<file path="config.mk">
export PLATFORM = sky130hd
export DESIGN_NAME = dfa_word_acceptor_top
export DESIGN_NICKNAME = d
export VERILOG_FILES = /design/src/rtl/dfa_pkg.sv /design/src/rtl/dfa_tbl.sv /design/src/rtl/dfa_ctrl.sv /design/src/rtl/dfa_word_acceptor_top.sv
export SDC_FILE = /design/constraint.sdc
export NUM_CORES = 1
export LEC_CHECK = 0
export ABC_AREA = 1
export BUFFER_PORTS_ARGS = -buffer_cell sky130_fd_sc_hd__buf_2
export CAP_MARGIN = 20
export CELL_PAD_IN_SITES_DETAIL_PLACEMENT = 1
export CELL_PAD_IN_SITES_GLOBAL_PLACEMENT = 1
export CORE_UTILIZATION = 51
export CTS_CLUSTER_DIAMETER = 40
export DETAILED_ROUTE_END_ITERATION = 7
export PLACE_DENSITY = 0.76
export SKIP_CTS_REPAIR_TIMING = 1
export SYNTH_ARGS = -nofsm -noshare
export SYNTH_HDL_FRONTEND = slang
export SYNTH_SLANG_ARGS = --single-unit
</file>
<file path="constraint.sdc">
create_clock -name clk -period 2.96 [get_ports clk]
set_input_delay 0.444 -clock clk [delete_from_list [all_inputs] [get_ports clk]]
set_output_delay 0.444 -clock clk [all_outputs]
set_load 0.03 [all_outputs]
</file>
<file path="src/rtl/dfa_pkg.sv">
// dfa_pkg: shared constants, codes and types of the automaton word acceptor
`default_nettype none

package dfa_pkg;

  localparam int NUM_STATES_DEF      = 16;
  localparam int MAX_TRANSITIONS_DEF = 32;
  localparam int SYM_W               = 8;
  localparam int CFG_IDX_W           = 2;
  localparam logic [SYM_W-1:0] MARKER_SYMBOL = 8'h2A;

  typedef enum logic [1:0] {
    OP_LOAD   = 2'd0,
    OP_START  = 2'd1,
    OP_SYMBOL = 2'd2,
    OP_END    = 2'd3
  } op_t;

  typedef enum logic [CFG_IDX_W-1:0] {
    CFG_INITIAL = 2'd0,
    CFG_FINAL   = 2'd1,
    CFG_COUNT   = 2'd2
  } cfg_idx_t;

  typedef enum logic [2:0] {
    V_NONE     = 3'd0,
    V_ACCEPT   = 3'd1,
    V_NOTRANS  = 3'd2,
    V_NOTFINAL = 3'd3,
    V_MARKER   = 3'd4
  } verdict_t;

  typedef enum logic [1:0] {
    F_LIVE    = 2'd0,
    F_NOTRANS = 2'd1,
    F_MARKER  = 2'd2
  } fault_t;

  typedef enum logic [1:0] {
    ST_IDLE   = 2'b01,
    ST_SEARCH = 2'b10
  } ctrl_state_t;

  typedef struct packed {
    logic searching;
    logic pend_valid;
  } dfa_stat_t;

  function automatic int idx_bits(input int n);
    return (n > 1) ? $clog2(n) : 1;
  endfunction

endpackage

`default_nettype wire

</file>
<file path="src/rtl/dfa_tbl.sv">
// dfa_tbl: transition table memory, one write port and one registered read port
`default_nettype none

module dfa_tbl import dfa_pkg::*; #(
  parameter int DEPTH   = MAX_TRANSITIONS_DEF,
  parameter int ENTRY_W = 2 * idx_bits(NUM_STATES_DEF) + SYM_W,
  localparam int IDX_W  = idx_bits(DEPTH)
) (
  input  wire logic               clk,
  input  wire logic               we,
  input  wire logic [IDX_W-1:0]   waddr,
  input  wire logic [ENTRY_W-1:0] wdata,
  input  wire logic [IDX_W-1:0]   raddr,
  output logic      [ENTRY_W-1:0] rdata
);

  logic [ENTRY_W-1:0] mem [DEPTH];

  always_ff @(posedge clk) begin
    if (we) begin
      mem[waddr] <= wdata;
    end
  end

  always_ff @(posedge clk) begin
    rdata <= mem[raddr];
  end

endmodule

`default_nettype wire

</file>
<file path="src/rtl/dfa_ctrl.sv">
// dfa_ctrl: configuration, word state, table search sequencer and result staging
`default_nettype none

module dfa_ctrl import dfa_pkg::*; #(
  parameter int NUM_STATES      = NUM_STATES_DEF,
  parameter int MAX_TRANSITIONS = MAX_TRANSITIONS_DEF,
  localparam int STATE_W = idx_bits(NUM_STATES),
  localparam int IDX_W   = idx_bits(MAX_TRANSITIONS),
  localparam int CNT_W   = $clog2(MAX_TRANSITIONS + 1),
  localparam int CFG_W   = (NUM_STATES > CNT_W) ? NUM_STATES : CNT_W,
  localparam int ENTRY_W = 2 * STATE_W + SYM_W
) (
  input  wire logic                 clk,
  input  wire logic                 rst,
  input  wire logic                 cfg_we,
  input  wire logic [CFG_IDX_W-1:0] cfg_index,
  input  wire logic [CFG_W-1:0]     cfg_data,
  input  wire logic                 in_valid,
  output logic                      in_stall,
  input  wire logic [1:0]           op,
  input  wire logic [IDX_W-1:0]     entry_index,
  input  wire logic [STATE_W-1:0]   from_state,
  input  wire logic [STATE_W-1:0]   to_state,
  input  wire logic [SYM_W-1:0]     symbol,
  output logic                      out_valid,
  input  wire logic                 out_stall,
  output logic [2:0]                verdict,
  output logic [STATE_W-1:0]        present_state,
  output logic                      tbl_we,
  output logic [IDX_W-1:0]          tbl_waddr,
  output logic [ENTRY_W-1:0]        tbl_wdata,
  output logic [IDX_W-1:0]          tbl_raddr,
  input  wire logic [ENTRY_W-1:0]   tbl_rdata,
  output dfa_stat_t                 stat
);

  logic [STATE_W-1:0]    initial_state;
  logic [NUM_STATES-1:0] final_state_mask;
  logic [CNT_W-1:0]      transition_count;

  ctrl_state_t        state, state_next;
  logic [STATE_W-1:0] cur, cur_next;
  fault_t             fault, fault_next;
  logic [CNT_W-1:0]   k, k_next;
  logic [CNT_W-1:0]   lim, lim_next;
  logic [SYM_W-1:0]   sym_q, sym_q_next;

  logic               pend_valid;
  verdict_t           pend_verdict;
  logic [STATE_W-1:0] pend_state;

  logic               accept;
  logic               res_en;
  verdict_t           res_verdict;
  logic [STATE_W-1:0] res_state;
  logic [CNT_W-1:0]   lim_now;
  logic [CNT_W-1:0]   k_inc;
  logic               is_final;
  verdict_t           fault_verdict;
  logic [STATE_W-1:0] rd_from;
  logic [STATE_W-1:0] rd_to;
  logic [SYM_W-1:0]   rd_sym;
  logic               out_free;

  assign in_stall = (state != ST_IDLE) || pend_valid;
  assign accept   = in_valid && !in_stall;
  assign out_free = !out_valid || !out_stall;

  assign lim_now  = (transition_count > CNT_W'(MAX_TRANSITIONS)) ?
                    CNT_W'(MAX_TRANSITIONS) : transition_count;
  assign k_inc    = k + CNT_W'(1);
  assign is_final = ({1'b0, cur} < (STATE_W + 1)'(NUM_STATES)) && final_state_mask[cur];
  assign fault_verdict = (fault == F_MARKER) ? V_MARKER : V_NOTRANS;

  assign rd_from = tbl_rdata[ENTRY_W-1 -: STATE_W];
  assign rd_to   = tbl_rdata[SYM_W +: STATE_W];
  assign rd_sym  = tbl_rdata[SYM_W-1:0];

  assign tbl_waddr = entry_index;
  assign tbl_wdata = {from_state, to_state, symbol};

  assign stat.searching  = (state == ST_SEARCH);
  assign stat.pend_valid = pend_valid;

  always_comb begin
    state_next  = state;
    cur_next    = cur;
    fault_next  = fault;
    k_next      = k;
    lim_next    = lim;
    sym_q_next  = sym_q;
    res_en      = 1'b0;
    res_verdict = V_NONE;
    res_state   = cur;
    tbl_we      = 1'b0;
    tbl_raddr   = '0;
    unique case (state)
      ST_IDLE: begin
        if (accept) begin
          unique case (op_t'(op))
            OP_LOAD: begin
              tbl_we = ({1'b0, entry_index} < (IDX_W + 1)'(MAX_TRANSITIONS));
              res_en = 1'b1;
            end
            OP_START: begin
              cur_next   = initial_state;
              fault_next = F_LIVE;
              res_en     = 1'b1;
              res_state  = initial_state;
            end
            OP_SYMBOL: begin
              priority if (fault != F_LIVE) begin
                res_en      = 1'b1;
                res_verdict = fault_verdict;
              end else if (symbol == MARKER_SYMBOL) begin
                fault_next  = F_MARKER;
                res_en      = 1'b1;
                res_verdict = V_MARKER;
              end else if (lim_now == '0) begin
                fault_next  = F_NOTRANS;
                res_en      = 1'b1;
                res_verdict = V_NOTRANS;
              end else begin
                // entry 0 is read now, its data arrives in the first search cycle
                state_next = ST_SEARCH;
                k_next     = '0;
                lim_next   = lim_now;
                sym_q_next = symbol;
              end
            end
            OP_END: begin
              res_en = 1'b1;
              priority if (fault != F_LIVE) begin
                res_verdict = fault_verdict;
              end else if (is_final) begin
                res_verdict = V_ACCEPT;
              end else begin
                res_verdict = V_NOTFINAL;
              end
            end
            default: ;
          endcase
        end
      end
      ST_SEARCH: begin
        tbl_raddr = k_inc[IDX_W-1:0];
        priority if ((rd_from == cur) && (rd_sym == sym_q)) begin
          cur_next   = rd_to;
          state_next = ST_IDLE;
          res_en     = 1'b1;
          res_state  = rd_to;
        end else if (k_inc == lim) begin
          fault_next  = F_NOTRANS;
          state_next  = ST_IDLE;
          res_en      = 1'b1;
          res_verdict = V_NOTRANS;
        end else begin
          k_next = k_inc;
        end
      end
      default: begin
        state_next = ST_IDLE;
      end
    endcase
  end

  always_ff @(posedge clk) begin
    if (rst) begin
      initial_state    <= '0;
      final_state_mask <= '0;
      transition_count <= '0;
    end else if (cfg_we) begin
      unique case (cfg_idx_t'(cfg_index))
        CFG_INITIAL: initial_state    <= cfg_data[STATE_W-1:0];
        CFG_FINAL:   final_state_mask <= cfg_data[NUM_STATES-1:0];
        CFG_COUNT:   transition_count <= cfg_data[CNT_W-1:0];
        default: ;
      endcase
    end
  end

  always_ff @(posedge clk) begin
    if (rst) begin
      state <= ST_IDLE;
      cur   <= '0;
      fault <= F_LIVE;
    end else begin
      state <= state_next;
      cur   <= cur_next;
      fault <= fault_next;
    end
  end

  always_ff @(posedge clk) begin
    k     <= k_next;
    lim   <= lim_next;
    sym_q <= sym_q_next;
  end

  // result staging: output register plus one skid entry
  always_ff @(posedge clk) begin
    if (rst) begin
      out_valid  <= 1'b0;
      pend_valid <= 1'b0;
    end else begin
      priority if (pend_valid && out_free) begin
        out_valid  <= 1'b1;
        pend_valid <= 1'b0;
      end else if (res_en) begin
        if (out_free) begin
          out_valid <= 1'b1;
        end else begin
          pend_valid <= 1'b1;
        end
      end else if (out_free) begin
        out_valid <= 1'b0;
      end else begin
      end
    end
  end

  always_ff @(posedge clk) begin
    priority if (pend_valid && out_free) begin
      verdict       <= pend_verdict;
      present_state <= pend_state;
    end else if (res_en) begin
      if (out_free) begin
        verdict       <= res_verdict;
        present_state <= res_state;
      end else begin
        pend_verdict <= res_verdict;
        pend_state   <= res_state;
      end
    end else begin
    end
  end

endmodule

`default_nettype wire

</file>
<file path="src/rtl/dfa_word_acceptor_top.sv">
// dfa_word_acceptor_top: top level of the automaton word acceptor
// Load, start and end items give their result without a table search, and so
// does a symbol item on a dead word, on the marker symbol or with no table
// entries in use. Any other symbol item on a live word searches the
// transition table in order, one entry per cycle through the table's single
// registered read port, and ends at the first matching entry or, when none
// matches, after the entries in use (transition_count, capped at
// MAX_TRANSITIONS). A result waiting on the output does not block the next
// item; a second finished result does.
`default_nettype none

module dfa_word_acceptor_top import dfa_pkg::*; #(
  parameter int NUM_STATES      = NUM_STATES_DEF,
  parameter int MAX_TRANSITIONS = MAX_TRANSITIONS_DEF,
  localparam int STATE_W = idx_bits(NUM_STATES),
  localparam int IDX_W   = idx_bits(MAX_TRANSITIONS),
  localparam int CNT_W   = $clog2(MAX_TRANSITIONS + 1),
  localparam int CFG_W   = (NUM_STATES > CNT_W) ? NUM_STATES : CNT_W
) (
  input  wire logic                 clk,
  input  wire logic                 rst,
  input  wire logic                 cfg_we,
  input  wire logic [CFG_IDX_W-1:0] cfg_index,
  input  wire logic [CFG_W-1:0]     cfg_data,
  input  wire logic                 in_valid,
  output logic                      in_stall,
  input  wire logic [1:0]           op,
  input  wire logic [IDX_W-1:0]     entry_index,
  input  wire logic [STATE_W-1:0]   from_state,
  input  wire logic [STATE_W-1:0]   to_state,
  input  wire logic [SYM_W-1:0]     symbol,
  output logic                      out_valid,
  input  wire logic                 out_stall,
  output logic [2:0]                verdict,
  output logic [STATE_W-1:0]        present_state
);

  localparam int ENTRY_W = 2 * STATE_W + SYM_W;

  logic               tbl_we;
  logic [IDX_W-1:0]   tbl_waddr;
  logic [ENTRY_W-1:0] tbl_wdata;
  logic [IDX_W-1:0]   tbl_raddr;
  logic [ENTRY_W-1:0] tbl_rdata;
  dfa_stat_t          stat;

  dfa_tbl #(
    .DEPTH   (MAX_TRANSITIONS),
    .ENTRY_W (ENTRY_W)
  ) u_tbl (
    .clk   (clk),
    .we    (tbl_we),
    .waddr (tbl_waddr),
    .wdata (tbl_wdata),
    .raddr (tbl_raddr),
    .rdata (tbl_rdata)
  );

  dfa_ctrl #(
    .NUM_STATES      (NUM_STATES),
    .MAX_TRANSITIONS (MAX_TRANSITIONS)
  ) u_ctrl (
    .clk           (clk),
    .rst           (rst),
    .cfg_we        (cfg_we),
    .cfg_index     (cfg_index),
    .cfg_data      (cfg_data),
    .in_valid      (in_valid),
    .in_stall      (in_stall),
    .op            (op),
    .entry_index   (entry_index),
    .from_state    (from_state),
    .to_state      (to_state),
    .symbol        (symbol),
    .out_valid     (out_valid),
    .out_stall     (out_stall),
    .verdict       (verdict),
    .present_state (present_state),
    .tbl_we        (tbl_we),
    .tbl_waddr     (tbl_waddr),
    .tbl_wdata     (tbl_wdata),
    .tbl_raddr     (tbl_raddr),
    .tbl_rdata     (tbl_rdata),
    .stat          (stat)
  );

  a_search_blocks_input: assert property (@(posedge clk) disable iff (rst)
    stat.searching |-> in_stall)
    else $error("item taken during a table search");

  a_skid_only_when_full: assert property (@(posedge clk) disable iff (rst)
    stat.pend_valid |-> out_valid)
    else $error("skid entry holds a result while the output is empty");

  a_short_item_result: assert property (@(posedge clk) disable iff (rst)
    (in_valid && !in_stall && (op != OP_SYMBOL) && !out_valid) |=> out_valid)
    else $error("single-cycle item gave no result");

  a_table_quiet_in_search: assert property (@(posedge clk) disable iff (rst)
    stat.searching |-> !tbl_we)
    else $error("table written during a search");

endmodule

`default_nettype wire
</file>
Word level (Yosys, flattened, before mapping)
Memory sizes are Yosys's and may differ from the RTL's. A register that Yosys moved wholly into a read port is not among the register bits.
Index checks and enable logic that the tools add are counted.
{ "totals": {"ff_bits": 70, "mem_bits_rw": 512, "in_bits": 46, "out_inout_bits": 9, "wordCells": 141, "n_memories": 1} }
{ "classes": {"add_sub_neg": 1, "n_lt_le_gt_ge": 2, "n_eq_ne": 25, "n_mux": 65, "n_bitwise": 5, "n_reduce_logical": 27} }
{ "mem_list": {"columns": ["memory", "depth", "word_bits", "read_ports", "rd_ports_with_merged_regs", "write_ports", "line_no", "rtl"], "rows": [
  ["u_tbl.mem", 32, 16, 1, 1, 1, "dfa_tbl.sv:17", "logic [ENTRY_W-1:0] mem [DEPTH];"]
]} }
{ "op_table": {"columns": ["cell", "count"], "rows": [
  ["6-bit 2-to-1 mux", 8],
  ["2-bit 2-to-1 mux", 15],
  ["3-bit 2-to-1 mux", 9],
  ["4-bit 2-to-1 mux", 6],
  ["1-bit 2-to-1 mux", 16],
  ["2-bit inequality test (second input constant)", 6],
  ["2-bit case mux with 2 select lines", 3],
  ["3-bit case mux with 2 select lines", 2],
  ["6-bit case mux with 2 select lines", 1],
  ["6-bit AND reduction", 2],
  ["2-bit equality test (second input constant)", 5],
  ["2-bit AND reduction", 5],
  ["8-bit by 6-bit equality test with 1-bit output (second input constant)", 1],
  ["8-bit equality test", 1],
  ["4-bit case mux with 2 select lines", 1],
  ["8-bit AND reduction", 1],
  ["2-bit nonzero test", 4],
  ["7-bit AND reduction", 1],
  ["6-bit by 1-bit adder with 6-bit output (second input constant)", 1],
  ["2-bit by 1-bit equality test with 1-bit output (second input constant)", 3],
  ["6-bit equality test", 1],
  ["6-bit greater-than comparator (second input constant)", 1],
  ["6-bit logical NOT", 1],
  ["2-bit by 1-bit inequality test with 1-bit output (second input constant)", 3],
  ["16 further kinds", 28]
]} }

Depth between registers and ports, before layout
Gate-level depths: netlist of the first run.
{ "depth": {"word_depth": 12, "ltp_mapped": 14, "depth_no_buf": 13} }

Cells and area by module
Synthesis of the first run repeated with hierarchy kept, for this count alone.
{ "unflattened": {"cells_unflattened": 2249, "hier_area_um2": 24921.4} }
{ "by_module_without_submodules": {"columns": ["module", "n_inst", "cells_each", "area_per_inst_um2", "seq_area_each_um2"], "rows": [
  ["dfa_tbl", 1, 1794, 21301.7, 15695.1],
  ["dfa_ctrl", 1, 455, 3619.7, 1741.7]
]} }

Worst setup path after synthesis of the first run
Ideal clock, no wire load.
{ "synth_path": {"path_type": "register to register", "from": "register u_ctrl.state[1]", "to": "memory u_tbl.mem[12][0] in the netlist's numbering, enable pin", "setup_ps": 388, "t_arrival_ps": 2087, "required_time_ps": 2572, "path_slack_ps": 485, "path_stages_with_launch": 8, "n_path_buf": 1, "synth_period_minus_slack_ps": 2475, "cell_sequence": "dfxtp_1 > inv_1 > ha_1 > clkbuf_2 > nand3_1 > nor4_1 > nand3_1 > nor2_1"} }
{ "synth_between": {"elab_chain_cells": 8, "word_cells_on_any_way": 9, "cone_classes": "2 x eq/ne; 4 x mux; 3 x reduce/logical"} }
{ "synth_lines": {"columns": ["item", "line_no", "rtl"], "rows": [
  ["start: declaration", "dfa_ctrl.sv:41", "ctrl_state_t state, state_next;"],
  ["start signal: assignment", "dfa_ctrl.sv:188", "state <= state_next;"],
  ["2-bit by 1-bit inequality test with 1-bit output", "dfa_ctrl.sv:65", "assign in_stall = (state != ST_IDLE) || pend_valid;"],
  ["1-bit logical OR", "dfa_ctrl.sv:65", null],
  ["1-bit logical NOT", "dfa_ctrl.sv:66", "assign accept = in_valid && !in_stall;"],
  ["1-bit logical AND", "dfa_ctrl.sv:66", null],
  ["1-bit 2-to-1 mux", "dfa_ctrl.sv:99", "if (accept) begin"],
  ["1-bit 2-to-1 mux (*)", "dfa_ctrl.sv:97", "unique case (state)"],
  ["1-bit 2-to-1 mux (*)", "dfa_tbl.sv:20", "if (we) begin"],
  ["1-bit 2-to-1 mux (not written as such) (*)", "dfa_tbl.sv:21", "mem[waddr] <= wdata;"],
  ["end: declaration", "dfa_tbl.sv:17", null]
]} }
Every way passes the cells marked *; elsewhere a longest branch is shown, timed or not.

Worst setup path in the final report of the first run
{ "layout_path": {"from": "register u_ctrl.state[0]", "to": "register u_tbl.rdata[2], read port of u_tbl.mem"} }
{ "layout_between": {"elab_chain_cells": 2} }
{ "layout_lines": {"columns": ["item", "line_no", "rtl"], "rows": [
  ["2-bit equality test", null, null],
  ["5-bit 2-to-1 mux", "dfa_ctrl.sv:97", null],
  ["end: declaration", "dfa_tbl.sv:14", "output logic [ENTRY_W-1:0] rdata"]
]} }
Every way passes these cells.
A chain may end at the register's enable or synchronous reset.

==> results of run 1 <==
worst max-delay path, stage by stage, from the launching register on:
cell and delay (ns):
dfxtp_1 0.31, inv_1 0.08, ha_2 0.36, nand2_8 0.20, inv_4 0.18, buf_12 0.31, buf_12 0.24, nor2_1 0.06
o311ai_1 0.32, nand3_1 0.16, nand2_1 0.12, nand2_1 0.14, nand2_1 0.13
metal layers:
layer  track usage  wire, um  up-vias
met5             0         0        -
li1              -         -     7347
met2        0.5302     36460      851
met4        0.1387      2995        0
met3       0.06209      5672      196
met1        0.3870     28860     8621
worst min path at each step:
| stage | slack [ns] | to |
|---|---|---|
| after floorplan | 0.43 | u_ctrl.final_state_mask[10] |
| after global placement | 0.44 | u_ctrl.final_state_mask[2] |
| after detailed placement | 0.45 | u_ctrl.final_state_mask[6] |
| after CTS | 0.09 | u_ctrl.final_state_mask[0] |
| after global routing | 0.12 | u_ctrl.final_state_mask[14] |
| final | 0.11 | u_ctrl.final_state_mask[0] |
power by group:
group,switching [W],internal [W]
clock network,0.00379,0.00643
logic,0.00185,0.000659
registers,0.000199,0.00953
total,0.00584,0.0166
logic make-up after synthesis:
kind of cell | synth area share
adder cells (fa/ha/maj) | 0.001557
XOR/XNOR | 0.002906
buffers and inverters | 0.03897
flip-flops | 0.7231
AND/OR/NAND/NOR | 0.1182
AO/OA/AOI/OAI | 0.1152
area by class of cell:
cell class | instances | area [sq um]
clock buffers | 94 | 2160
clock inverters | 53 | 686.9
well taps | 607 | 759.5
inverters | 77 | 294.0
repair buffers | 152 | 1244
fillers | 4523 | 18220
multi-input cells | 1137 | 5754
flip-flops and latches | 598 | 17440
cells in the mapped netlist (5+ instances only):
cell,n
inv_2,5
inv_1,70
o211ai_1,41
o22ai_1,16
o221ai_1,87
nand2_1,170
nand4_1,6
buf_2,47
nand3_1,107
xnor2_1,8
buf_6,17
edfxtp_1,546
or2_1,22
o21ai_0,228
dfxtp_1,52
clkbuf_1,42
and2_1,7
nor3_1,9
o311ai_1,16
or2_2,10
a21oi_1,34
o21ai_1,26
nor2_1,332
buf_4,6
per-stage QoR:
| stage | setup slack (ns) | std cells | total power, W | area [sq um] |
|---|---|---|---|---|
| global route | 0.07173 | 2718 | 0.02302 | 28330 |
| global placement | 0.2204 | 2571 | 0.01222 | 25490 |
| CTS | 0.04357 | 2718 | 0.02251 | 28330 |
| finish | 0.1738 | 2718 | 0.02245 | 28330 |
| floorplan | 0.4846 | 1928 | 0.01133 | 24110 |
| detailed placement | 0.09286 | 2571 | 0.01234 | 25490 |
state kept, by name (all words and copies together), names as in the netlist:
name and flops:
u_tbl.mem 512, u_ctrl.final_state_mask 16, u_tbl.rdata 16, u_ctrl.sym_q 8, u_ctrl.k 6, u_ctrl.lim 6, u_ctrl.transition_count 6, u_ctrl.cur 4
u_ctrl.initial_state 4, u_ctrl.pend_state 4, u_ctrl.present_state 4, u_ctrl.pend_verdict 3, u_ctrl.verdict 3, u_ctrl.fault 2, u_ctrl.state 2, u_ctrl.out_valid 1
u_ctrl.pend_valid 1
==> impl_metrics.tcl, run 1 <==
set metrics [dict create \
    status "finished, final reports clean" \
    num_antenna_cells 0 \
    rsz0062_at_grt "false" \
    path_clk_slew_ns 0.06 \
    htreeDepth 3 \
    drive_gt1_frac 0.1468 \
    synth-seq-cells 598 \
    cts_buffer_depth 3 \
    fin_hold_ws_ns 0.1126 \
    syn_inst 1928 \
    root_buffer "clkbuf_16" \
    grt_max_degree 93 \
    via_count 17020 \
    gp_congestion 0.8415 \
    worst_slew_pin_slew_ns 0.8038 \
    routed_wirelength_mm 73.98 \
    synth_cell_types 40 \
    synth-edff-count 546 \
    dp_hpwl_mm 43.83 \
    min_path_cells 3 \
    startpoint "u_ctrl.state[0]" \
    synth_flop_cell "edfxtp_1" \
    io_buffers 54 \
    synth_area_leaders "edfxtp_1, nor2_1, o21ai_0" \
    start_util 0.5180 \
    finalCritPeriodShare 0.9413 \
    clkLatencyLatePin_ns 0.61 \
    layout_common_cells "edfxtp_1, nor2_1, o21ai_0" \
    grt_remaining_overflow 0 \
    timing.rr.end "u_tbl.rdata[2]" \
    setup.worst_path.class "reg -> reg" \
    antenna_found_initial 0 \
    yosys.area.top_type "edfxtp_1" \
    async_flop_share 0 \
    required_ns 3.51 \
    cts_tree "done" \
    power_density_nw_per_um2 792.4 \
    die_x_um 219.4 \
    grt_pass1_vias 18020 \
    cts_sinks 598 \
    post-route-min-period_ns 2.786 \
    netlist.area_leader.share 0.6799 \
    synth_nets 1977 \
    cp-endpoint "u_tbl.rdata[2]" \
    hold_class "in -> reg" \
    wl_per_cell_um 27.22 \
    hold_viol 0 \
    grt_pass1_wl_mm 110.1 \
    final_common_cell "edfxtp_1" \
    ioPinCount 55 \
    ir_drop_uv 663.4 \
    postLayoutCoreUtil 0.6086 \
    max-cap-violations 0 \
    ys.warnings.count 0 \
    ant_nets 0 \
    syn-cell-area_sq_um 24110 \
    max-slew-margin-rel 0.4635 \
    core-area_sq_um 46560 \
    r2r_cells 12 \
    syn2layout_area_growth_pct 17.50 \
    worstSetupEndpointType "flip-flop" \
    ys_seq_area_frac 0.7231 \
    grt.total_usage 0.3125 \
    r2r-start "u_ctrl.state[0]" \
    viasPerCell 6.260 \
    worstPathArrival_ns 3.34 \
    finClkSkew_ns 0.02393 \
    die_h_um 219.4 \
    slew_viol_final 0 \
    setup_tns_ns 0 \
    syn_avg_cell_area_sq_um 12.51 \
    reg2reg_slack_ns 0.17 \
    cp_max_fo 70 \
    drt_iter0_drc 1635 \
    critPathLaunchType "flip-flop" \
    p_leak_nw 9.774 \
    drc_errors 0 \
    cts_buffers 81 \
    layout.nets 2096 \
    worstHoldStart "cfg_data[0]" \
    firstDrtPassIters 5 \
    placement_rows 79 \
    setup_viol 0 \
    die_area_sq_um 48160 \
    timing.fmax_mhz 358.9 \
]
Note: power is estimated with default switching activity, not from simulation.
==> inputs of run 2 (changes only) <==
--- a/config.mk
+++ b/config.mk
@@ -13,6 +13,7 @@
 export CORE_UTILIZATION = 51
 export CTS_CLUSTER_DIAMETER = 40
 export DETAILED_ROUTE_END_ITERATION = 7
+export MAX_ROUTING_LAYER = met4
 export PLACE_DENSITY = 0.76
 export SKIP_CTS_REPAIR_TIMING = 1
 export SYNTH_ARGS = -nofsm -noshare
==> run 2 against run 1 <==
Against the previous run: clock skew about the same; global-route usage is 0.94 points higher; count of clock-buffer cells in the layout unchanged; largest power group unchanged; critical path type unchanged; non-clock buffer count is the same; routed wire length barely moved.
==> impl_metrics.tcl, run 2 (synthesized netlist as in run 1, its figures left out) <==
set metrics [dict create \
    status "finished, final reports clean" \
    top_register "u_tbl.mem" \
    placement_rows 79 \
    setup.worst_path.class "reg -> reg" \
    cts_buffers 81 \
    root_buffer "clkbuf_16" \
    via_count 16950 \
    p_seq_frac 0.433 \
    total_power_w 0.02244 \
    core-area_sq_um 46560 \
    hold_viol 0 \
    antenna_found_initial 0 \
    setup_viol 0 \
    cts_buffer_depth 3 \
    grt_remaining_overflow 0 \
    viasPerCell 6.237 \
    syn2layout_area_growth_pct 17.50 \
    r2r_cells 11 \
    die_x_um 219.4 \
    rsz0062_at_grt "false" \
    power_density_nw_per_um2 792.1 \
    drive_gt1_frac 0.1468 \
    finClkSkew_ns 0.02429 \
    worstPathArrival_ns 3.30 \
    placed_cell_area_sq_um 25490 \
    die_area_sq_um 48160 \
    grt.total_usage 0.3220 \
    ioPinCount 55 \
    p_leak_nw 9.774 \
    drt_iter0_drc 1709 \
    max-slew-margin-rel 0.4659 \
    dp_hpwl_mm 43.83 \
    min_path_cells 3 \
    p_sw_w 0.005830 \
    cp_max_fo 70 \
    grt_max_degree 93 \
    start_util 0.5180 \
    critPathLaunchType "flip-flop" \
    power_frac_clock 0.455 \
    ir_drop_uv 660.1 \
    worstSetupEndpointType "flip-flop" \
    layout.nets 2096 \
    hold_class "in -> reg" \
    slew_viol_final 0 \
    drc_errors 0 \
    path_clk_slew_ns 0.07 \
    required_ns 3.51 \
    num_antenna_cells 0 \
    die_h_um 219.4 \
    routed_wirelength_mm 73.96 \
    swShare 0.2598 \
    firstDrtPassIters 5 \
    setup_tns_ns 0 \
    io_buffers 54 \
    max-cap-violations 0 \
    grt_pass1_wl_mm 110.0 \
    ant_nets 0 \
    largestRegisters "u_tbl.mem: 512 flops, u_ctrl.final_state_mask: 16 flops, u_tbl.rdata: 16 flops" \
    final_area_sq_um 28330 \
    postLayoutCoreUtil 0.6086 \
    comb_power_share 0.112 \
    cts_sinks 598 \
    p_int_w 0.01661 \
    finalCritPeriodShare 0.9282 \
    grt_pass1_vias 18030 \
    worst_slew_pin_slew_ns 0.8011 \
    clkLatencyLatePin_ns 0.61 \
    post-route-min-period_ns 2.747 \
    gp_congestion 0.8552 \
    wl_per_cell_um 27.21 \
    timing.fmax_mhz 364.0 \
    final_common_cell "edfxtp_1" \
    layout_common_cells "edfxtp_1, nor2_1, o21ai_0" \
    htreeDepth 3 \
    cts_tree "done" \
    largest_reg_flops 512 \
]
-- run 2: cell counts in the layout (fill, tap and decap cells not counted) --
No cell type changed its count.
-- run 2: worst paths after layout --
kind                                   start                    endpoint  slack [ns]
setup / recovery             u_ctrl.state[1]              u_tbl.rdata[2]        0.21
hold / removal                   cfg_data[0]     u_ctrl.initial_state[0]        0.11
setup reg to reg             u_ctrl.state[1]              u_tbl.rdata[2]        0.21
hold reg to reg   u_ctrl.final_state_mask[3]  u_ctrl.final_state_mask[3]        0.45
-- run 2: layout make-up --
class | instances | area (sq um)
Fill cell | 4523 | 18220
Tap cell | 607 | 759.5
Timing Repair Buffer | 152 | 1244
Inverter | 77 | 294.0
Sequential cell | 598 | 17440
Clock inverter | 53 | 686.9
Clock buffer | 94 | 2160
Multi-Input combinational cell | 1137 | 5754
-- run 2: worst max-delay path, cell delays in order (launching register included) --
cell      delay, ns
dfxtp_1        0.37
ha_2           0.38
nand2_8        0.20
inv_4          0.18
buf_12         0.31
buf_12         0.24
nor2_1         0.06
o311ai_1       0.31
nand3_1        0.15
nand2_1        0.12
nand2_1        0.14
nand2_1        0.13
-- run 2: per-stage QoR --
stage,hold slack (ns),std cells,worst slack [ns]
final,0.1113,2718,0.2125
after global placement,0.4443,2571,0.2204
after floorplan,0.4292,1928,0.4846
after detailed placement,0.4479,2571,0.09286
after global routing,0.1203,2718,0.07822
after CTS,0.09392,2718,0.04357
-- run 2: routing by layer --
| metal | wire length, um | share of wire | track usage | vias up |
|---|---|---|---|---|
| li1 | - | - | - | 7346 |
| met1 | 28310 | 0.38 | 0.3852 | 8562 |
| met2 | 36660 | 0.50 | 0.5301 | 848 |
| met3 | 6130 | 0.083 | 0.06403 | 197 |
| met4 | 2860 | 0.039 | 0.1396 | 0 |
| met5 | 0 | 0 | - | - |
-- run 2: power by group through the flow --
stage,combinational [W],sequential (W),clock (W)
after detailed placement,0.00245,0.00990,0
after global routing,0.00271,0.00975,0.0106
final,0.00251,0.00973,0.0102
after global placement,0.00234,0.00989,0
after CTS,0.00249,0.00973,0.0103
after floorplan,0.00141,0.00992,0
==> inputs of run 3 (changes only) <==
--- a/config.mk
+++ b/config.mk
@@ -13,6 +13,7 @@
 export CORE_UTILIZATION = 51
 export CTS_CLUSTER_DIAMETER = 40
 export DETAILED_ROUTE_END_ITERATION = 7
+export HOLD_SLACK_MARGIN = 0.15
 export MAX_ROUTING_LAYER = met4
 export PLACE_DENSITY = 0.76
 export SKIP_CTS_REPAIR_TIMING = 1
==> run 3 against run 2 <==
Against the previous run: flip-flop and latch count stayed put; die area stayed put; hold slack better by 0.025 ns; setup slack worse by 0.014 ns; global-route usage stayed put; combinational power hardly changed; core utilization is 0.15 points higher; fmax is 0.52% lower; via count is 0.46% higher; clock power hardly changed.
==> impl_metrics.tcl, run 3 (synthesized netlist as in run 1, its figures left out) <==
set metrics [dict create \
    worstSetupEndpointType "flip-flop" \
    gp_congestion 0.8552 \
    setup.worst_path.class "reg -> reg" \
    cp.depth 12 \
    finClkSkew_ns 0.02470 \
    fin_hold_ws_ns 0.1362 \
    worst_slew_pin_slew_ns 0.7935 \
    worstPathArrival_ns 3.31 \
    placed_cell_area_sq_um 25490 \
    largest_reg_flops 512 \
    ir_drop_uv 658.8 \
    die_area_sq_um 48160 \
    die_x_um 219.4 \
    max-cap-violations 0 \
    routed_wirelength_mm 74.22 \
    via_count 17030 \
    critPathBufInv 4 \
    cts_buffer_depth 3 \
    htreeDepth 3 \
    drt_iter0_drc 1783 \
    num_antenna_cells 0 \
    final_common_cell "edfxtp_1" \
    placement_rows 79 \
    cts_sinks 598 \
    required_ns 3.51 \
    core-area_sq_um 46560 \
    grt_pass1_wl_mm 110.0 \
    cp_cell_sequence "inv_1 -> ha_2 -> nand2_8 -> inv_4 -> buf_12 -> buf_12 -> nor2_1 -> o311ai_1 -> nand3_1 -> nand2_1 -> nand2_1 -> nand2_1" \
    root_buffer "clkbuf_16" \
    critPathLaunchType "flip-flop" \
    crit_family "buffers and inverters" \
    hold_class "in -> reg" \
    syn2layout_area_growth_pct 17.79 \
    ioPinCount 55 \
    dp_hpwl_mm 43.83 \
    total_power_w 0.02245 \
    setup_viol 0 \
    power_frac_clock 0.455 \
    r2r_cells 12 \
    largestRegisters "u_tbl.mem: 512 flops, u_ctrl.final_state_mask: 16 flops, u_tbl.rdata: 16 flops" \
    grt_remaining_overflow 0 \
    swShare 0.2598 \
    io_buffers 54 \
    slew_viol_final 0 \
    wl_per_cell_um 27.24 \
    min_path_cells 3 \
    worstHoldStart "cfg_data[12]" \
    antenna_found_initial 0 \
    firstDrtPassIters 5 \
    rsz0062_at_grt "false" \
    cp_slowest_cell "ha_2" \
    r2r-start "u_ctrl.state[0]" \
    timing.rr.end "u_tbl.rdata[2]" \
    fill_cells 4514 \
    die_h_um 219.4 \
    setup_tns_ns 0 \
    ant_nets 0 \
    cp_max_fo 70 \
    comb_power_share 0.112 \
    grt.total_usage 0.3220 \
    layout.nets 2103 \
    reg2reg_slack_ns 0.20 \
    p_sw_w 0.005834 \
    top_register "u_tbl.mem" \
    post-route-min-period_ns 2.762 \
    p_int_w 0.01662 \
    drive_gt1_frac 0.1464 \
    timing.fmax_mhz 362.1 \
    clkLatencyLatePin_ns 0.61 \
    grt_pass1_vias 18030 \
    slowest_delay_ns 0.36 \
    layout_common_cells "edfxtp_1, nor2_1, o21ai_0" \
    status "finished, final reports clean" \
    p_seq_frac 0.433 \
    path_clk_slew_ns 0.07 \
    drc_errors 0 \
    grt_max_degree 93 \
    cpMostUsedCell "nand2_1" \
    power_density_nw_per_um2 790.5 \
    p_leak_nw 9.803 \
    finalCritPeriodShare 0.9330 \
    cts_buffers 81 \
    max-slew-margin-rel 0.4710 \
    cts_tree "done" \
    start_util 0.5180 \
    holdPathEnd "u_ctrl.final_state_mask[12]" \
    viasPerCell 6.250 \
    final_area_sq_um 28400 \
    hold_viol 0 \
]
## run 3: cell types whose count changed in the layout (fill, tap and decap cells not counted)
cell,delta
dlygate4sd3_1,+7
## run 3: worst max path at each step
stage,from,endpoint,slack (ns)
after floorplan,u_ctrl.state[1],u_tbl.mem[12][0],0.48
after global placement,u_ctrl.state[0],u_tbl.rdata[3],0.22
after detailed placement,u_ctrl.state[0],u_tbl.rdata[2],0.09
after CTS,u_ctrl.state[0],u_tbl.rdata[2],0.04
after global routing,u_ctrl.state[1],u_tbl.rdata[2],0.08
final,u_ctrl.state[0],u_tbl.rdata[2],0.20
## run 3: power groups by stage
stage | Clock, W | Combinational (W) | Sequential, W
after global routing | 0.0106 | 0.00272 | 0.00975
after global placement | 0 | 0.00234 | 0.00989
after floorplan | 0 | 0.00141 | 0.00992
after detailed placement | 0 | 0.00245 | 0.00990
after CTS | 0.0103 | 0.00249 | 0.00973
final | 0.0102 | 0.00252 | 0.00973
## run 3: final cells by class
cell class / instances / area (sq um) / share of cell area
repair buffers: 159 / 1314 / 0.04625
clock inverters: 53 / 686.9 / 0.02418
inverters: 77 / 294.0 / 0.01035
flip-flops and latches: 598 / 17440 / 0.6139
clock buffers: 94 / 2160 / 0.07603
well taps: 607 / 759.5 / 0.02674
multi-input cells: 1137 / 5754 / 0.2026
## run 3: metrics by stage
step	setup slack (ns)	utilization	std cells
global route	0.07822	0.6101	2725
global placement	0.2204	0.5474	2571
floorplan	0.4846	-	1928
detailed placement	0.09286	0.5474	2571
CTS	0.04357	0.6086	2718
finish	0.1982	0.6101	2725
## run 3: layer usage
layer | track usage | vias up | part of all wire
met2 | 0.5301 | 844 | 0.50
met3 | 0.06403 | 193 | 0.078
met4 | 0.1396 | 0 | 0.038
li1 | - | 7364 | -
met1 | 0.3852 | 8630 | 0.39
met5 | - | - | 0
## run 3: tightest hold or removal path, cell delays in order
cell and delay [ns]:
buf_2 0.07, o21ai_0 0.07, a21oi_1 0.11
